[config.mk]
export PLATFORM = sky130hd
export DESIGN_NAME = fsc_result_queue
export DESIGN_NICKNAME = d
export VERILOG_FILES = /design/src/hdl/fsc_pkg.sv /design/src/hdl/fsc_result_queue.sv
export SDC_FILE = /design/constraint.sdc
export NUM_CORES = 1
export LEC_CHECK = 0
export ABC_AREA = 0
export CORE_ASPECT_RATIO = 0.9
export CORE_MARGIN = 2
export CORE_UTILIZATION = 40
export CTS_CLUSTER_SIZE = 10
export DETAILED_ROUTE_END_ITERATION = 8
export DONT_BUFFER_PORTS = 1
export GPL_ROUTABILITY_DRIVEN = 0
export MAX_ROUTING_LAYER = met4
export PLACE_DENSITY_LB_ADDON = 0.1
export SLEW_MARGIN = 15
export SYNTH_ARGS = -nofsm -noshare
export SYNTH_HDL_FRONTEND = slang
export SYNTH_SLANG_ARGS = --single-unit
[constraint.sdc]
create_clock -name clock -period 3.8 [get_ports clock]
set_clock_uncertainty 0.05 [all_clocks]
set_input_delay 0.57 -clock clock [delete_from_list [all_inputs] [get_ports clock]]
set_output_delay 0.57 -clock clock [all_outputs]
set_load 0.05 [all_outputs]
[src/hdl/fsc_pkg.sv]
// Shared types, constants and helper functions for the frustum sphere culling core.
package fsc_pkg;

   // Field and storage widths.
   localparam int COORD_W     = 32;
   localparam int RADIUS_W    = 31;
   localparam int LEN_W       = 32;
   localparam int REG_W       = 64;
   localparam int PROD_W      = 64;
   localparam int SQ_W        = 63;
   localparam int TH_W        = 63;
   localparam int NUM_REGS    = 8;
   localparam int NUM_PLANES  = 6;
   localparam int PLANE_IDX_W = 3;
   localparam int CSR_IDX_W   = 4;

   // Result queue sizing; deeper than the cell chain so a free receiver sees full rate.
   localparam int QUEUE_DEPTH = 16;
   localparam int QPTR_W      = 4;
   localparam int QCNT_W      = 5;

   // Register indexes of the matrix words.
   localparam logic [CSR_IDX_W-1:0] REG_COL0_R01 = 4'd0;
   localparam logic [CSR_IDX_W-1:0] REG_COL0_R23 = 4'd1;
   localparam logic [CSR_IDX_W-1:0] REG_COL1_R01 = 4'd2;
   localparam logic [CSR_IDX_W-1:0] REG_COL1_R23 = 4'd3;
   localparam logic [CSR_IDX_W-1:0] REG_COL2_R01 = 4'd4;
   localparam logic [CSR_IDX_W-1:0] REG_COL2_R23 = 4'd5;
   localparam logic [CSR_IDX_W-1:0] REG_COL3_R01 = 4'd6;
   localparam logic [CSR_IDX_W-1:0] REG_COL3_R23 = 4'd7;

   // Matrix register file, word 0 in the lowest slot.
   typedef logic [NUM_REGS-1:0][REG_W-1:0] regfile_type;

   // Reset contents, listed from word 7 down to word 0.
   localparam regfile_type REG_RESET = {
      64'h0001_0000_0000_0000, 64'h0000_0000_0000_0000,
      64'h0000_0000_0001_0000, 64'h0000_0000_0000_0000,
      64'h0000_0000_0000_0000, 64'h0001_0000_0000_0000,
      64'h0000_0000_0000_0000, 64'h0000_0000_0001_0000
   };

   localparam logic signed [COORD_W-1:0] COEF_MAX = 32'sh7FFF_FFFF;
   localparam logic signed [COORD_W-1:0] COEF_MIN = 32'sh8000_0000;

   // One sphere moving down the cell chain.
   typedef struct packed {
      logic                       valid;
      logic signed [COORD_W-1:0]  x;
      logic signed [COORD_W-1:0]  y;
      logic signed [COORD_W-1:0]  z;
      logic        [RADIUS_W-1:0] r;
      logic                       visible;
   } item_type;

   // One frustum plane with the length of its normal.
   typedef struct packed {
      logic signed [COORD_W-1:0] a;
      logic signed [COORD_W-1:0] b;
      logic signed [COORD_W-1:0] c;
      logic signed [COORD_W-1:0] d;
      logic        [LEN_W-1:0]   len;
   } plane_type;

   // Plane load issued by the setup sequencer.
   typedef struct packed {
      logic                   we;
      logic [PLANE_IDX_W-1:0] sel;
      plane_type              plane;
   } plane_load_type;

   // Matrix entry m[col][row] as signed fixed point.
   function automatic logic signed [COORD_W-1:0] mat_entry(regfile_type rf, logic [1:0] col,
                                                           logic [1:0] row);
      logic [REG_W-1:0] word;
      word = rf[{col, row[1]}];
      return row[0] ? $signed(word[REG_W-1:COORD_W]) : $signed(word[COORD_W-1:0]);
   endfunction

   // Sum or difference of two entries, saturated to the signed 32-bit range.
   function automatic logic signed [COORD_W-1:0] sat_coef(logic signed [COORD_W-1:0] m3,
                                                          logic signed [COORD_W-1:0] mk,
                                                          logic neg);
      logic signed [COORD_W:0] s;
      s = neg ? (33'(m3) - 33'(mk)) : (33'(m3) + 33'(mk));
      if (s[COORD_W] != s[COORD_W-1]) begin
         return s[COORD_W] ? COEF_MIN : COEF_MAX;
      end
      return s[COORD_W-1:0];
   endfunction

endpackage

[src/hdl/fsc_result_queue.sv]
// Result queue with credit count; it parts the free-running cell chain from the receiver.
module fsc_result_queue
   import fsc_pkg::*;
(
   input  logic clock,
   input  logic reset,
   input  logic accept,
   input  logic wr_valid,
   input  logic wr_data,
   input  logic rd_stall,
   output logic full,
   output logic rd_valid,
   output logic rd_data
);

   logic [QUEUE_DEPTH-1:0] mem_ff, mem_in;
   logic [QPTR_W-1:0]      wr_ptr_ff, wr_ptr_in, rd_ptr_ff, rd_ptr_in;
   logic [QCNT_W-1:0]      fill_ff, fill_in, credit_ff, credit_in;
   logic                   pop;

   assign pop = rd_valid & ~rd_stall;

   // Storage and pointers.
   always_comb begin
      mem_in = mem_ff;
      if (wr_valid) begin
         mem_in[wr_ptr_ff] = wr_data;
      end
      wr_ptr_in = wr_ptr_ff + QPTR_W'(wr_valid);
      rd_ptr_in = rd_ptr_ff + QPTR_W'(pop);
      fill_in   = fill_ff + QCNT_W'(wr_valid) - QCNT_W'(pop);
      // Outstanding requests: accepted and not yet delivered.
      credit_in = credit_ff + QCNT_W'(accept) - QCNT_W'(pop);
   end

   always_ff @(posedge clock) begin
      if (reset) begin
         wr_ptr_ff <= '0;
         rd_ptr_ff <= '0;
         fill_ff   <= '0;
         credit_ff <= '0;
      end else begin
         wr_ptr_ff <= wr_ptr_in;
         rd_ptr_ff <= rd_ptr_in;
         fill_ff   <= fill_in;
         credit_ff <= credit_in;
      end
   end

   always_ff @(posedge clock) begin
      mem_ff <= mem_in;
   end

   assign full     = (credit_ff == QCNT_W'(QUEUE_DEPTH));
   assign rd_valid = (fill_ff != '0);
   assign rd_data  = mem_ff[rd_ptr_ff];

endmodule

==> impl_metrics.ini <==
[cells_and_area]
drive_gt1_share_pct = 7.38
fin_util_pct = 44.9
diodes = 0
n_fill_cell = 389
final_nets = 172
area_growth_pct = 8.85
stdcell_area_um2 = 1820

[global_routing]
grt_usage_pct = 13.1
antenna_found_initial = 0
grt_max_degree = 19
grt_overflow = 0
first_global_vias = 1001
grt_pass1_wl_mm = 4.45

[worst_setup_path]
cp-start-kind = flip-flop
crit_arrival_ns = 3.24
worstPathRequired_ns = 3.96
worstSetupEndpointType = flip-flop
criticalPathCategory = flip-flop to flip-flop
path_max_fanout = 3

[power]
worst_ir_drop_vdd_v = 0.000361
total_power_mw = 1.26
p_per_area_nw_per_um2 = 692
p_leak_nw = 0.705

[route]
routed_wl_mm = 2.52
drt_pass1_iterations = 4
detail-route-antenna-nets = 0
drc = 0
vias_per_cell = 4.95
wl_per_cell_um = 12.8
route.vias.total = 975
drtIter0Drc = 27

[sta]
maxSlewHeadroom_pct = 31.3
setup_slack_ns = 0.722
final.period_utilization_pct = 81.0
worst_slew_pin_slew_ns = 1.03
rsz0062_at_grt = false
max_freq_mhz = 325
setup_violations = 0
hold_viol = 0
fin_crit_ns = 3.08
slew_violations = 0
setup-tns-final_ns = 0

[logic_synthesis]
ys_seq_area_share_pct = 50.4
ys_warn_count = 0
synthArstFlopShare_pct = 0
synth-main-ff-cell = dfxtp_1
synth_nets = 167
synth_area_um2 = 1670
ys_ff_latch = 34
synth_area_per_cell_um2 = 11.7
synth_edf_count = 16
ys_types = 27
postSynthCellCount = 143

[clocking]
cts_buffer_depth = 2
clk_pin_slew_worst_paths_ns = 0.07
postCtsSetupRepairBufs = 0
h-tree-depth = 2
cts_sinks = 34
cts_resized = 0
insertion_delay_ns = 0.28
root_buffer = clkbuf_8
hold_buffers = 0
cts_inserted_buffers = 5
cts_tree = yes

[min_path]
min_path_type = input pin to flip-flop

[job]
drv_cap = 0

[placed_design]
numPortBuffers = 0
post_dp_cell_area_um2 = 1720
hpwlAfterDp_mm = 1.86
dp_slack_ns = 0.727

[run_status]
status = finished, final reports clean

[floorplan]
die_h_um = 65.3
initial_utilization_pct = 41.2
die_area_um2 = 4700
die_x_um = 72.1
core_um2 = 4050
rows = 22
io_pins = 9
==> metal layers <==
layer  up-vias  GRT usage, %  share of wire (%)
li1        501             -                  -
met1       456          16.5                 48
met2        11          19.3                 46
met3         7          4.29                3.6
met4         0          5.66                2.1
met5         -             -                  0
==> sequential cells by signal (all words and copies together) (netlist names) <==
register   flops
wr_ptr_ff      4
credit_ff      5
mem_ff        16
rd_ptr_ff      4
fill_ff        5
==> cell type report <==
type / instances / area (µm²) / area share, %
Sequential cell: 34 / 841 / 46.3
Clock inverter: 1 / 5.00 / 0.276
Tap cell: 48 / 60.1 / 3.31
Inverter: 12 / 45.0 / 2.48
Multi-Input combinational cell: 94 / 771 / 42.5
Timing Repair Buffer: 1 / 7.51 / 0.414
Clock buffer: 7 / 86.3 / 4.76
==> cell usage in the layout (no fill, tap or decap) <==
| cell | count |
|---|---|
| or3b_1 | 1 |
| mux4_1 | 3 |
| nor2_1 | 22 |
| or4b_1 | 1 |
| clkinv_2 | 1 |
| clkbuf_1 | 1 |
| buf_4 | 1 |
| dfxtp_1 | 18 |
| a21o_1 | 2 |
| xor2_1 | 4 |
| nand3b_1 | 2 |
| clkbuf_8 | 6 |
| nor2b_4 | 1 |
| nor2b_1 | 9 |
| a211oi_2 | 1 |
| fa_1 | 2 |
| o21ai_0 | 2 |
| edfxtp_1 | 16 |
| a21oi_1 | 7 |
| mux2i_1 | 1 |
| nor3_1 | 4 |
| xnor2_1 | 6 |
| ha_1 | 16 |
| nand2_1 | 1 |
| inv_1 | 12 |
| mux4_2 | 1 |
| nand3_1 | 3 |
| and4_1 | 1 |
| nand2b_1 | 2 |
| or3_1 | 2 |
==> path summary, 6_finish.rpt <==
kind                           startpoint                      end  slack, ns  depth (start not counted)
setup reg to reg    fill_ff[2]$_SDFF_PP0_    fill_ff[4]$_SDFF_PP0_       0.72                         13
hold / removal                      reset  wr_ptr_ff[1]$_SDFF_PP0_       0.30                          1
hold reg to reg   rd_ptr_ff[2]$_SDFF_PP0_  rd_ptr_ff[2]$_SDFF_PP0_       0.53                          2
setup / recovery    fill_ff[2]$_SDFF_PP0_    fill_ff[4]$_SDFF_PP0_       0.72                         13
==> synthesized netlist by cell type (all sizes together), types with 2 or more instances <==
| cell type | number | share of area [%] |
|---|---|---|
| a21o | 2 | 0.90 |
| a21oi | 7 | 2.1 |
| clkbuf | 3 | 0.68 |
| dfxtp | 18 | 22 |
| edfxtp | 16 | 29 |
| fa | 2 | 2.4 |
| ha | 16 | 12 |
| inv | 12 | 2.7 |
| mux4 | 4 | 6.1 |
| nand2b | 2 | 0.75 |
| nand3 | 3 | 0.90 |
| nand3b | 2 | 0.90 |
| nor2 | 22 | 5.0 |
| nor2b | 10 | 4.2 |
| nor3 | 4 | 1.2 |
| o21ai | 2 | 0.60 |
| or3 | 2 | 0.75 |
| xnor2 | 6 | 3.2 |
| xor2 | 4 | 2.1 |
==> power by group <==
group	switching [mW]	leakage, nW	total [mW]	internal, mW
registers	0.0450	0.293	0.487	0.442
logic	0.259	0.363	0.505	0.246
clock network	0.119	0.0482	0.265	0.146
==> worst max-delay path, cell delays in order, from the launching register on <==
cell     delay, ns
dfxtp_1       0.32
inv_1         0.07
ha_1          0.13
or4b_1        0.44
buf_4         0.21
nor2b_1       0.18
ha_1          0.28
inv_1         0.04
ha_1          0.20
fa_1          0.40
a21oi_1       0.16
nor2_1        0.06
or3_1         0.34
a21oi_1       0.13
==> through the flow <==
stage          hold WS (ns)  cells
4_1_cts               0.289    197
3_5_place_dp          0.528    189
2_1_floorplan         0.491    143
3_3_place_gp          0.506    189
5_1_grt               0.283    197
6_report              0.299    197
==> cells by family (layout without fill, tap and decap cells) <==
group	Yosys count	in the layout	share of synthesized area, %
adder cells (fa/ha/maj)	18	18	14.4
flip-flops	34	34	50.4
buffers and inverters	15	21	3.38
XOR/XNOR	10	10	5.25
AO/OA/AOI/OAI	12	12	4.35
multiplexers	5	5	6.68
AND/OR/NAND/NOR	49	49	15.5
Power figures use the tool's default switching activity.
